`src/sv/locd_pkg.sv`:
```
// Shared types and constants for the LRU object cache directory.
// Depends on nothing; used by the directory top level.
package locd_pkg;

	localparam int KEY_W            = 32;
	localparam int LEN_W            = 17;
	localparam int STAMP_W          = 32;
	localparam int SLOT_W           = 4;
	localparam int DEF_ENTRIES      = 16;
	localparam int MAX_OBJECT_BYTES = 102400;

	// Request kind codes.
	typedef enum logic {
		KIND_LOOKUP = 1'b0,
		KIND_INSERT = 1'b1
	} kind_t;

	// One request beat.
	typedef struct packed {
		kind_t              kind;
		logic [KEY_W-1:0]   key;
		logic [LEN_W-1:0]   object_length;
	} req_t;

	// One response beat.
	typedef struct packed {
		logic               hit;
		logic [SLOT_W-1:0]  slot;
		logic [LEN_W-1:0]   stored_length;
		logic               evicted;
	} rsp_t;

	// One directory slot as held in the entry memory.
	typedef struct packed {
		logic [KEY_W-1:0]   tag;
		logic [LEN_W-1:0]   length;
		logic [STAMP_W-1:0] stamp;
	} entry_t;

endpackage

```
`src/sv/lru_object_cache_directory.sv`:
```
// Fully associative object directory with least-recently-used replacement.
// Depends on locd_pkg and locd_ram.

// The directory takes one request at a time. Slots live in a single entry
// memory with a registered read, and each lookup or eviction walks that memory
// one slot per cycle. An insert into a free slot skips the scan and goes
// straight to the write state; a lookup in an empty directory skips it too.
// A lookup stops at the first hit, a lookup miss walks the filled slots, and
// an insert that evicts walks all ENTRIES slots. The slot scan through the
// memory read port sets the time that a request takes. A new request is taken
// once the previous result sits in the response register, even if it is
// still stalled.
// Empty slots never match. Duplicate keys are not checked on insert; a lookup
// returns the lowest matching slot. The victim is the smallest stamp by
// unsigned compare, lowest index on a tie; stamps wrap modulo 2^32.
module lru_object_cache_directory #(
	parameter int ENTRIES = locd_pkg::DEF_ENTRIES
) (
	input  logic          clk,
	input  logic          arst_n,
	input  logic          req_valid,
	output logic          req_stall,
	input  locd_pkg::req_t req,
	output logic          rsp_valid,
	input  logic          rsp_stall,
	output locd_pkg::rsp_t rsp
);

	import locd_pkg::*;

	localparam int IDX_W = (ENTRIES > 1) ? $clog2(ENTRIES) : 1;
	localparam int CNT_W = $clog2(ENTRIES + 1);
	localparam int ENT_W = $bits(entry_t);

	typedef enum logic [3:0] {
		ST_IDLE  = 4'b0001,
		ST_SCAN  = 4'b0010,
		ST_WRITE = 4'b0100,
		ST_DONE  = 4'b1000
	} state_t;

	state_t             state_q;
	kind_t              kind_q;
	logic [KEY_W-1:0]   key_q;
	logic [LEN_W-1:0]   len_q;
	logic [IDX_W-1:0]   slot_q;
	logic               hit_q;
	logic               evict_q;
	logic [CNT_W-1:0]   issue_q;
	logic               rd_v_s1;
	logic [IDX_W-1:0]   addr_s1;
	logic [IDX_W-1:0]   best_idx_q;
	logic [STAMP_W-1:0] best_stamp_q;
	logic [CNT_W-1:0]   fill_q;
	logic [STAMP_W-1:0] use_q;
	logic               rsp_valid_q;
	rsp_t               rsp_q;

	logic               ram_re;
	logic               ram_we;
	logic [ENT_W-1:0]   ram_rdata;
	entry_t             rd_entry;
	entry_t             wr_entry;
	logic [CNT_W-1:0]   limit;
	logic               last_s1;
	logic               take_s1;
	logic [IDX_W-1:0]   new_best;
	logic               full;

	// Scan bounds: lookups walk the filled slots, evictions walk them all.
	assign full     = (fill_q == CNT_W'(ENTRIES));
	assign limit    = (kind_q == KIND_INSERT) ? CNT_W'(ENTRIES) : fill_q;
	assign last_s1  = (CNT_W'(addr_s1) == (limit - CNT_W'(1)));
	assign rd_entry = ram_rdata;

	// Running minimum of the stamps, earliest index kept on a tie.
	assign take_s1  = (addr_s1 == '0) || (rd_entry.stamp < best_stamp_q);
	assign new_best = take_s1 ? addr_s1 : best_idx_q;

	// Memory control: reads only while scanning, writes only in the write state.
	assign ram_re  = (state_q == ST_SCAN) && (issue_q < limit);
	assign ram_we  = (state_q == ST_WRITE);
	assign wr_entry = '{tag: key_q, length: len_q, stamp: use_q};

	locd_ram #(
		.WIDTH (ENT_W),
		.DEPTH (ENTRIES)
	) u_entry_ram (
		.clk   (clk),
		.we    (ram_we),
		.waddr (slot_q),
		.wdata (wr_entry),
		.re    (ram_re),
		.raddr (issue_q[IDX_W-1:0]),
		.rdata (ram_rdata)
	);

	assign req_stall = (state_q != ST_IDLE);
	assign rsp_valid = rsp_valid_q;
	assign rsp       = rsp_q;

	// Request payload and scan working registers.
	always_ff @(posedge clk) begin
		addr_s1 <= issue_q[IDX_W-1:0];
		case (state_q)
			ST_IDLE: begin
				if (req_valid) begin
					kind_q  <= req.kind;
					key_q   <= req.key;
					len_q   <= req.object_length;
					hit_q   <= 1'b0;
					evict_q <= (req.kind == KIND_INSERT) && full;
					slot_q  <= (req.kind == KIND_INSERT && !full) ?
					           fill_q[IDX_W-1:0] : '0;
				end
			end
			ST_SCAN: begin
				if (rd_v_s1) begin
					if (kind_q == KIND_LOOKUP) begin
						if (rd_entry.tag == key_q) begin
							hit_q  <= 1'b1;
							slot_q <= addr_s1;
							len_q  <= rd_entry.length;
						end
					end else begin
						best_idx_q   <= new_best;
						best_stamp_q <= take_s1 ? rd_entry.stamp : best_stamp_q;
						if (last_s1) begin
							slot_q <= new_best;
						end
					end
				end
			end
			default: begin
			end
		endcase
	end

	// Sequencer, counters and the response register.
	always_ff @(posedge clk or negedge arst_n) begin
		if (!arst_n) begin
			state_q     <= ST_IDLE;
			issue_q     <= '0;
			rd_v_s1     <= 1'b0;
			fill_q      <= '0;
			use_q       <= '0;
			rsp_valid_q <= 1'b0;
		end else begin
			rd_v_s1 <= ram_re;
			if (state_q == ST_DONE && (!rsp_valid_q || !rsp_stall)) begin
				rsp_valid_q <= 1'b1;
			end else if (rsp_valid_q && !rsp_stall) begin
				rsp_valid_q <= 1'b0;
			end
			case (state_q)
				ST_IDLE: begin
					if (req_valid) begin
						issue_q <= '0;
						if (req.kind == KIND_INSERT && !full) begin
							state_q <= ST_WRITE;
						end else if (req.kind == KIND_LOOKUP && fill_q == '0) begin
							state_q <= ST_DONE;
						end else begin
							state_q <= ST_SCAN;
						end
					end
				end
				ST_SCAN: begin
					if (ram_re) begin
						issue_q <= issue_q + CNT_W'(1);
					end
					if (rd_v_s1) begin
						if (kind_q == KIND_LOOKUP) begin
							if (rd_entry.tag == key_q) begin
								state_q <= ST_WRITE;
							end else if (last_s1) begin
								state_q <= ST_DONE;
							end
						end else if (last_s1) begin
							state_q <= ST_WRITE;
						end
					end
				end
				ST_WRITE: begin
					use_q <= use_q + STAMP_W'(1);
					if (kind_q == KIND_INSERT && !evict_q) begin
						fill_q <= fill_q + CNT_W'(1);
					end
					state_q <= ST_DONE;
				end
				ST_DONE: begin
					if (!rsp_valid_q || !rsp_stall) begin
						state_q <= ST_IDLE;
					end
				end
				default: begin
					state_q <= ST_IDLE;
				end
			endcase
		end
	end

	// Response payload, loaded as the sequencer leaves the done state.
	always_ff @(posedge clk) begin
		if (state_q == ST_DONE && (!rsp_valid_q || !rsp_stall)) begin
			rsp_q.hit           <= hit_q;
			rsp_q.slot          <= SLOT_W'(slot_q);
			rsp_q.stored_length <= hit_q ? len_q : '0;
			rsp_q.evicted       <= evict_q;
		end
	end

	// The fill count never passes the slot count.
	a_fill_bound: assert property (@(posedge clk) disable iff (!arst_n)
		fill_q <= CNT_W'(ENTRIES))
		else $error("fill count above slot count");

	// The memory is never read and written in the same cycle.
	a_no_rw_overlap: assert property (@(posedge clk) disable iff (!arst_n)
		ram_we |-> !ram_re)
		else $error("entry memory read during write-back");

	// Every write-back consumes exactly one stamp.
	a_stamp_step: assert property (@(posedge clk) disable iff (!arst_n)
		ram_we |=> (use_q == $past(use_q) + STAMP_W'(1)))
		else $error("use counter did not advance on write-back");

	// A hit is never reported together with an eviction.
	a_hit_excl_evict: assert property (@(posedge clk) disable iff (!arst_n)
		(rsp_valid_q && rsp_q.hit) |-> !rsp_q.evicted)
		else $error("hit and eviction in one response");

endmodule

```
`src/sv/locd_ram.sv`:
```
// Generic single-write, single-read synchronous RAM with a registered read.
// Depends on nothing.
module locd_ram #(
	parameter int WIDTH = 8,
	parameter int DEPTH = 16
) (
	input  logic                     clk,
	input  logic                     we,
	input  logic [$clog2(DEPTH)-1:0] waddr,
	input  logic [WIDTH-1:0]         wdata,
	input  logic                     re,
	input  logic [$clog2(DEPTH)-1:0] raddr,
	output logic [WIDTH-1:0]         rdata
);

	logic [WIDTH-1:0] mem_q [DEPTH];

	// Write port.
	always_ff @(posedge clk) begin
		if (we) begin
			mem_q[waddr] <= wdata;
		end
	end

	// Read port, data in the cycle after the address.
	always_ff @(posedge clk) begin
		if (re) begin
			rdata <= mem_q[raddr];
		end
	end

endmodule

```
`config.mk`:
```
export PLATFORM = sky130hd
export DESIGN_NAME = lru_object_cache_directory
export DESIGN_NICKNAME = d
export VERILOG_FILES = /design/src/sv/locd_pkg.sv /design/src/sv/lru_object_cache_directory.sv /design/src/sv/locd_ram.sv
export SDC_FILE = /design/constraint.sdc
export NUM_CORES = 1
export LEC_CHECK = 0
export ABC_CLOCK_PERIOD_IN_PS = 7700
export BUFFER_PORTS_ARGS = -buffer_cell sky130_fd_sc_hd__buf_2
export CAP_MARGIN = 10
export CORE_ASPECT_RATIO = 1.75
export CORE_MARGIN = 2
export CORE_UTILIZATION = 50
export DETAILED_ROUTE_END_ITERATION = 10
export GPL_ROUTABILITY_DRIVEN = 0
export PLACE_DENSITY_LB_ADDON = 0.25
export SLEW_MARGIN = 20
export SYNTH_ARGS = -nofsm -noshare
export SYNTH_HDL_FRONTEND = slang
export SYNTH_SLANG_ARGS = --single-unit
```
`constraint.sdc`:
```
create_clock -name clk -period 7.7 [get_ports clk]
set_clock_uncertainty 0.2 [all_clocks]
set_input_delay 1.155 -clock clk [delete_from_list [all_inputs] [get_ports clk]]
set_output_delay 1.155 -clock clk [all_outputs]
set_load 0.1 [all_outputs]
```
# Yosys cells after proc, flatten, opt, wreduce, memory -nomap -nowiden

Memory sizes are Yosys's and may differ from the RTL's. A register that Yosys moved wholly into a read port is not among the register bits.
Cells that the tools add are included.

Register bits: 167
Memory bits (writable): 1296
Bits of input ports: 54
Output and inout port bits: 25
Word-level logic and storage cells: 105
Memories: 1

$add $sub $neg: 4
Order comparisons: 2
Equal/unequal tests: 17
Mux-type cells: 36
Bitwise operators: 1
Reduce and logical (&&, ||, !) cells: 25

Memories:

| name              | words | bits a word | rd ports | clocked after memory_dff | write ports | line           | RTL |
|---|---|---|---|---|---|---|---|
| u_entry_ram.mem_q | 16    | 81          | 1        | 1                        | 1           | locd_ram.sv:16 | `logic [WIDTH-1:0] mem_q [DEPTH];` |

Operator list:

| cell                                                               | count |
|---|---|
| 17-bit 2-to-1 mux                                                  | 4 |
| 4-bit 2-to-1 mux                                                   | 16 |
| 17-bit case mux with 2 select lines                                | 1 |
| 32-bit by 1-bit adder with 32-bit output, second input constant    | 1 |
| 32-bit == test                                                     | 1 |
| 32-bit < comparator                                                | 1 |
| 4-bit case mux with 4 select lines                                 | 1 |
| 5-bit 2-to-1 mux                                                   | 3 |
| 5-bit AND reduction                                                | 3 |
| 5-bit by 1-bit adder with 5-bit output, second input constant      | 2 |
| 5-bit case mux with 2 select lines                                 | 1 |
| 1-bit 2-to-1 mux                                                   | 8 |
| 2-bit != test, second input constant                               | 4 |
| 4-bit case mux with 2 select lines                                 | 1 |
| 1-bit logical AND                                                  | 7 |
| 3-bit by 2-bit != test with 1-bit output, second input constant    | 2 |
| 3-bit AND reduction                                                | 2 |
| 4-bit by 5-bit == test with 1-bit output                           | 1 |
| 5-bit == test, second input constant                               | 1 |
| 5-bit zero test                                                    | 1 |
| 5-bit < comparator                                                 | 1 |
| 5-bit by 1-bit subtractor with 5-bit output, second input constant | 1 |
| 4-bit by 1-bit == test with 1-bit output, second input constant    | 1 |
| 4-bit by 2-bit == test with 1-bit output, second input constant    | 1 |
| other kinds (13)                                                   | 20 |

# Depth between registers and ports, before layout

Gate-level depths: netlist (run 1).

Depth in word-level cells: 8
Gate-level depth with buffers: 11
Mapped depth without buffers: 9

# Hierarchy

Synthesis (run 1) repeated with hierarchy kept, for this count alone.

Cell total of the unflattened synthesis: 2710
Area, all modules: 58692.5 µm²

Modules (own cells, without submodules):

| module                     | instances | cells each | area an instance (µm²) | sequential area each (µm²) |
|---|---|---|---|---|
| locd_ram                   | 1         | 2078       | 50868.8                | 41349.7 |
| lru_object_cache_directory | 1         | 632        | 7823.8                 | 4735.8 |

# Least setup slack after synthesis (run 1)

OpenSTA, ideal clock, no wires.

Kind: register to register
Start point: register kind_q
End point: register rd_v_s1
Setup time: 0.746 ns
Data arrival time: 7.512 ns
Required time: 6.754 ns
Setup slack: -0.759 ns
Stages on the path, launching flop included: 10
Path buffers: 2
Period minus slack after synthesis: 8.459 ns
Cell sequence: edfxtp_1 -> clkbuf_1 -> buf_2 -> inv_1 -> nand2_1 -> ha_1 -> a21o_1 -> a21oi_1 -> o21bai_1 -> a21boi_0

Cells in the longest elaborated chain, start to end: 3

Ends and longest elaborated chain:

| element                | line                              | RTL |
|---|---|---|
| start, declared        | lru_object_cache_directory.sv:43  | `kind_t kind_q;` |
| start signal, assigned | lru_object_cache_directory.sv:108 | `kind_q <= req.kind;` |
| 5-bit 2-to-1 mux       | lru_object_cache_directory.sv:72  | `assign limit = (kind_q == KIND_INSERT) ? CNT_W'(ENTRIES) : fill_q;` |
| 5-bit < comparator     | lru_object_cache_directory.sv:81  | `assign ram_re = (state_q == ST_SCAN) && (issue_q < limit);` |
| 1-bit logical AND      | lru_object_cache_directory.sv:81  |  |
| net ram_re             | lru_object_cache_directory.sv:59  | `logic ram_re;` |
| end signal, assigned   | lru_object_cache_directory.sv:149 | `rd_v_s1 <= ram_re;` |
| end, declared          | lru_object_cache_directory.sv:50  | `logic rd_v_s1;` |

The timed path passes the listed nets, and every way through them passes these cells.
A chain may end at the register's enable or synchronous reset.

# Final worst setup path (run 1)

Start point: register issue_q[1]
End point: register u_entry_ram.rdata[65], read port of u_entry_ram.mem_q, data pin

Cells in the longest elaborated chain, start to end: 2

Ends and longest elaborated chain:

| element                | line                              | RTL |
|---|---|---|
| start, declared        | lru_object_cache_directory.sv:49  | `logic [CNT_W-1:0] issue_q;` |
| start signal, assigned | lru_object_cache_directory.sv:170 | `issue_q <= issue_q + CNT_W'(1);` |
| 5-bit < comparator     | lru_object_cache_directory.sv:81  |  |
| 1-bit logical AND      | lru_object_cache_directory.sv:81  |  |
| end, declared          | locd_ram.sv:13                    | `output logic [WIDTH-1:0] rdata` |

Several ways; a longest one is shown, not always the timed one.

==> flow_metrics.tcl, run 1 <==
set metrics [dict create \
    status "finished clean" \
    crit_required_ns 7.98 \
    cp_top_family "buffers and inverters" \
    post-cts-setup-buffer-count 0 \
    die_area_um2 120800 \
    worst_pin_slew_ns 1.102 \
    antenna_found_initial 5 \
    cts_tree "done" \
    crit_arrival_ns 4.68 \
    end_kind "flop" \
    synthTopCellsByCount "1492 x edfxtp_1, 405 x mux4_2, 107 x nand2_1, 47 x dfrtp_1, 46 x inv_1" \
    area_growth_syn_to_layout_pct 11.97 \
    die_w_um 263.6 \
    hold_class "flop to flop" \
    wl_per_cell_um 30.49 \
    maxSlewHeadroom_pct 26.54 \
    synthDominantCellAreaShare_pct 75.99 \
    path_clk_slew_ns 0.06 \
    ys_types 67 \
    synth_top_area_cell "edfxtp_1" \
    min_from "u_entry_ram.rdata[28]$_DFFE_PP_" \
    clk_path_buf_depth 3 \
    post-route-period-util_pct 57.15 \
    synthArstFlopShare_pct 3.109 \
    slew_viol_final 0 \
    rsz0062_at_grt "false" \
    drt_first_pass_iters 6 \
    cp_slowest_stage_delay_ns 1.14 \
    vias 26630 \
    whs_path_depth 0 \
    io_buffers 78 \
    fp.dieH_um 458.3 \
    r2r-start "issue_q[1]$_DFFE_PN0P_" \
    setup_tns_ns 0 \
    min_to "best_stamp_q[28]$_DFFE_PP_" \
    worstSkewPairLatency_ns 0.76 \
    grt_max_degree 140 \
    cp_common_cell "mux4_2" \
    ios 79 \
    synthFlopType "edfxtp_1" \
    maxCapViolations 0 \
    grt_pass1_wl_um 192100 \
    reg2reg_setup_slack_ns 3.30 \
    synth_area_um2 58960 \
    grt_pass1_vias 28460 \
    nFillCells 8408 \
    numCtsBuffers 136 \
    start_util_pct 50.42 \
    wl_um 132100 \
    synthesis.nets 2639 \
    period_needed_ns 4.401 \
    cts_hold_buffers 0 \
    path_max_fanout 139 \
    r2r_cells 4 \
    clock.fmax_ghz 0.2272 \
    core_um2 116900 \
    critPathLaunchType "flop" \
    synthTopCellsByArea "edfxtp_1 76%, mux4_2 15%, dfrtp_1 2.0%" \
    track_usage_pct 22.31 \
    synth_most_common_cell "edfxtp_1" \
    ys_ff_latch 1544 \
    synth-seq-area-share_pct 78.17 \
    cts-resized-gates 0 \
    p_total_mw 19.22 \
    avgSynthCellArea_um2 23.17 \
    row_count 166 \
    power_density_nw_per_um2 291.2 \
    cp.buffers_inverters 2 \
    drc_errors 0 \
    crit_slowest_cell "dfrtp_4" \
    cts.sinks 1544 \
    crit_type "flop to flop" \
    synth_edf_count 1492 \
    postLayoutCellArea_um2 66010 \
    r2r-end "u_entry_ram.rdata[65]$_DFFE_PP_" \
    hold_viol_final 0 \
    vdd_drop_max_uv 243.3 \
    p_leak_nw 21.19 \
    cts_root_buf "clkbuf_16" \
    htreeDepth 4 \
    setup_violations 0 \
    drt-initial-drc-count 2451 \
    fin_nets 2805 \
    netlist_instances 2545 \
    ys_warn_count 0 \
    dp_hpwl_um 67810 \
    drive_gt1_share_pct 27.99 \
    place_area_um2 61330 \
    path_cells "buf_12 -> buf_4 -> mux4_2 -> mux4_2" \
    final_antenna_net_count 0 \
    grt-ovfl-total 0 \
    via_per_inst 6.147 \
]
[worst max-delay path by stage]
stage | start | end | slack, ns | cells after the start
floorplan | state_q[1]$_DFFE_PN0P_ | u_entry_ram.mem_q[1][0]$_DFFE_PP_ | 0.11 | 5
global placement | issue_q[1]$_DFFE_PN0P_ | u_entry_ram.rdata[70]$_DFFE_PP_ | 3.29 | 6
detailed placement | issue_q[1]$_DFFE_PN0P_ | u_entry_ram.rdata[62]$_DFFE_PP_ | 3.28 | 4
CTS | issue_q[1]$_DFFE_PN0P_ | u_entry_ram.rdata[65]$_DFFE_PP_ | 3.25 | 6
global route | issue_q[1]$_DFFE_PN0P_ | u_entry_ram.rdata[65]$_DFFE_PP_ | 3.12 | 6
finish | issue_q[1]$_DFFE_PN0P_ | u_entry_ram.rdata[65]$_DFFE_PP_ | 3.30 | 4
[state kept, by name, summed over array words and instances (netlist names), 4 cells and up]
register           cells
state_q                4
issue_q                5
fill_q                 5
addr_s1                4
len_q                 17
key_q                 32
u_entry_ram.rdata     81
u_entry_ram.mem_q   1296
best_idx_q             4
use_q                 32
best_stamp_q          32
rsp                   23
slot_q                 4
[per-layer routing]
metal / up-vias / GRT usage (%) / wire (um)
li1: 11000 / - / -
met1: 14480 / 28.19 / 50580
met2: 955 / 39.48 / 70640
met3: 200 / 3.868 / 7331
met4: 0 / 6.822 / 3520
met5: - / 0 / 0
[report_power, final]
| part | internal [mW] | switching [mW] |
|---|---|---|
| clock | 4.13 | 3.03 |
| sequential | 9.79 | 0.453 |
| combinational | 0.820 | 1.01 |
| total | 14.7 | 4.49 |
[cells in the final DEF (no fill, tap or decap), types with 3 or more instances in the layout]
cell / n
edfxtp_1: 1492
mux4_2: 405
clkbuf_16: 142
nand2_1: 107
buf_2: 78
buf_4: 46
inv_1: 45
xor2_1: 44
dfrtp_1: 43
ha_1: 40
xnor2_1: 27
a21oi_1: 24
nor2_1: 24
clkbuf_1: 22
and2_1: 21
nand4_1: 21
bufinv_16: 21
clkinv_1: 19
nand3_1: 16
clkinv_2: 15
nor2_4: 12
o21ai_0: 9
nor4_1: 9
inv_6: 9
and3_1: 8
mux2i_1: 6
or3_1: 6
clkinvlp_4: 6
buf_12: 6
nand2b_1: 5
nor3_1: 5
clkinv_4: 5
o211ai_1: 4
dfxtp_1: 4
dfrtp_4: 4
mux2_2: 3
nor3_2: 3
nor3_4: 3
inv_8: 3
[cells by family (layout without fill, tap and decap cells)]
group                      after synthesis  after routing  share of synthesized area (%)
DFF                                   1544           1544                          78.17
buffers and inverters                  150            424                          1.229
AOI/OAI and AO/OA                       65             65                         0.7385
and+or+nand+nor                        259            259                          2.296
other                                    0              1                              0
xor gates and xnor gates                71             71                          1.055
adders and majority gates               40             40                         0.8489
muxes                                  416            416                          15.67
[layout make-up]
| class | count | area (um2) | area share (%) |
|---|---|---|---|
| Sequential cell | 1544 | 46100 | 69.83 |
| Multi-Input combinational cell | 851 | 12300 | 18.63 |
| Clock buffer | 166 | 3664 | 5.550 |
| Tap cell | 1512 | 1892 | 2.866 |
| Clock inverter | 80 | 1015 | 1.537 |
| Timing Repair Buffer | 131 | 867.1 | 1.313 |
| Inverter | 47 | 176.4 | 0.2672 |
| Antenna cell | 1 | 2.502 | 0.003791 |
[metrics by stage]
stage               hold slack (ns)  setup slack, ns  instances  utilization (%)
finish                       0.2457            3.299       4332            56.45
detailed placement           0.2437            3.278       4085            52.45
global route                 0.2673            3.122       4332            56.45
floorplan                    0.1684           0.1063       2545                -
CTS                          0.2545            3.254       4331            56.45
global placement             0.2373            3.294       4085            52.45
No activity file was read; power rests on OpenSTA's default activity.
==> run 2, diff against run 1 <==
--- a/config.mk
+++ b/config.mk
@@ -5,7 +5,7 @@
 export SDC_FILE = /design/constraint.sdc
 export NUM_CORES = 1
 export LEC_CHECK = 0
-export ABC_CLOCK_PERIOD_IN_PS = 7700
+export ABC_CLOCK_PERIOD_IN_PS = 3900
 export BUFFER_PORTS_ARGS = -buffer_cell sky130_fd_sc_hd__buf_2
 export CAP_MARGIN = 10
 export CORE_ASPECT_RATIO = 1.75
==> constraint.sdc (replaced) <==
create_clock -name clk -period 3.9 [get_ports clk]
set_clock_uncertainty 0.2 [all_clocks]
set_input_delay 0.585 -clock clk [delete_from_list [all_inputs] [get_ports clk]]
set_output_delay 0.585 -clock clk [all_outputs]
set_load 0.1 [all_outputs]
==> flow_metrics.tcl, run 2 (synthesis gave the netlist of run 1 again) <==
set metrics [dict create \
    postLayoutCellArea_um2 66770 \
    grt_util_met1_pct 29.03 \
    cts-resized-gates 0 \
    crit_arrival_ns 3.75 \
    fp.dieH_um 458.3 \
    area_growth_syn_to_layout_pct 13.24 \
    row_count 166 \
    vdd_drop_max_uv 319.5 \
    cts_root_buf "clkbuf_16" \
    die_area_um2 120800 \
    period_needed_ns 3.513 \
    maxSlewHeadroom_pct 34.04 \
    path_clk_slew_ns 0.07 \
    final_cells 4398 \
    hold_viol_final 0 \
    power.switching_mw 8.682 \
    layout_commonest_cell "edfxtp_1" \
    drt-initial-drc-count 2769 \
    rsz0062_at_grt "false" \
    fin_nets 2875 \
    via_per_inst 6.163 \
    htreeDepth 4 \
    end_kind "flop" \
    combPwrFrac_pct 10.3 \
    io_buffers 78 \
    worstSkewPairLatency_ns 0.75 \
    slew_viol_final 0 \
    grt_pass1_wl_um 194000 \
    reg2reg_setup_slack_ns 0.39 \
    grt-ovfl-total 0 \
    drc_errors 0 \
    setup_tns_ns 0 \
    crit_slowest_cell "edfxtp_1" \
    vias 27110 \
    wl_um 132600 \
    layout_common_cells "1492 x edfxtp_1, 405 x mux4_2, 135 x clkbuf_16, 105 x nand2_1, 78 x buf_2" \
    hold_class "input pin to async pin" \
    ios 79 \
    setup_violations 0 \
    switching_share_pct 23.45 \
    path_max_fanout 18 \
    cts.sinks 1544 \
    top_usage_layer "met2" \
    core_um2 116900 \
    worst_pin_slew_ns 0.9790 \
    seqPwrFrac_pct 54.5 \
    cp_top_family "simple AND/OR/NAND/NOR gates" \
    p_leak_nw 21.43 \
    start_util_pct 50.42 \
    drt_first_pass_iters 7 \
    grt_max_degree 125 \
    met3_usage_pct 3.294 \
    numCtsBuffers 134 \
    crit_required_ns 4.13 \
    clkPwrFrac_pct 35.2 \
    power_density_nw_per_um2 554.4 \
    clk_path_buf_depth 3 \
    cts_tree "done" \
    track_usage_pct 22.35 \
    clock.fmax_ghz 0.2846 \
    critPathLaunchType "flop" \
    die_w_um 263.6 \
    antenna_found_initial 3 \
    maxCapViolations 0 \
    cp_slowest_stage_delay_ns 0.63 \
    use_met2_pct 39.48 \
    crit_type "flop to flop" \
    path_cells "xor2_1 -> nor4_1 -> buf_4 -> nand4_1 -> nor2_1 -> nand2_1 -> a21oi_2 -> buf_12" \
    p_int_mw 28.34 \
    largest_reg_flops 1296 \
    post-cts-setup-buffer-count 0 \
    status "finished clean" \
    grt_pass1_vias 28460 \
    cp.buffers_inverters 2 \
    place_area_um2 62000 \
    dp_hpwl_um 67980 \
    final_antenna_net_count 0 \
    largest-register "u_entry_ram.mem_q" \
    post-route-period-util_pct 90.08 \
    wl_per_cell_um 30.14 \
    largestRegisters "u_entry_ram.mem_q (1296), u_entry_ram.rdata (81)" \
    hold_slack_ns 0.1803 \
    dp.cells 4105 \
    drive_gt1_share_pct 27.70 \
]
[run 2: path summary, 6_finish.rpt]
check	start	end	cells after the start
worst max register to register	key_q[20]$_DFFE_PP_	len_q[14]$_DFFE_PP_	8
max in group asynchronous	arst_n	state_q[0]$_DFFE_PN1P_	3
worst min-delay path	arst_n	fill_q[1]$_DFFE_PN0P_	2
min in group clk	u_entry_ram.rdata[7]$_DFFE_PP_	best_stamp_q[7]$_DFFE_PP_	0
worst min register to register	u_entry_ram.rdata[7]$_DFFE_PP_	best_stamp_q[7]$_DFFE_PP_	0
worst max-delay path	key_q[20]$_DFFE_PP_	len_q[14]$_DFFE_PP_	8
[run 2: metal layers]
layer / vias to the layer above / part of all wire, % / wire length, um
met2: 871 / 54 / 71200
met1: 14900 / 39 / 51770
met3: 192 / 5.0 / 6576
met4: 2 / 2.3 / 2999
li1: 11140 / - / -
met5: - / 0.0098 / 13
[run 2: final cells by class]
type,instances,area [um2]
antenna,2,5.005
clock buffer,162,3500
clock inverter,77,738.2
fill,8393,50170
inverter,47,176.4
multi-input combinational,851,12350
sequential,1544,46100
tap,1512,1892
timing repair buffer,203,2009
[run 2: metrics by stage]
step / util, % / setup slack, ns / total power [mW]
floorplan: - / -1.251 / 23.08
global placement: 53.02 / 0.4062 / 24.22
detailed placement: 53.02 / 0.3614 / 24.36
CTS: 57.09 / 0.3145 / 37.37
global route: 57.10 / 0.2678 / 38.28
finish: 57.10 / 0.3868 / 37.02
[run 2: worst register-to-register path, cell delays in order (launching register included)]
cell	delay (ns)
edfxtp_1	0.63
xor2_1	0.26
nor4_1	0.59
buf_4	0.21
nand4_1	0.36
nor2_1	0.37
nand2_1	0.11
a21oi_2	0.22
buf_12	0.22
[run 2: power groups by stage]
stage / clock network (mW) / logic (mW) / registers [mW]
3_3_place_gp: 0 / 3.79 / 20.4
3_5_place_dp: 0 / 3.84 / 20.5
5_1_grt: 13.9 / 4.08 / 20.3
2_1_floorplan: 0 / 2.80 / 20.3
4_1_cts: 13.3 / 3.90 / 20.2
6_report: 13.0 / 3.81 / 20.2
[run 2: what timing repair did]
item	4_1_cts	5_1_grt
hold buffers	52	0
hold endpoints to repair	68	0
setup endpoints to repair	0	0
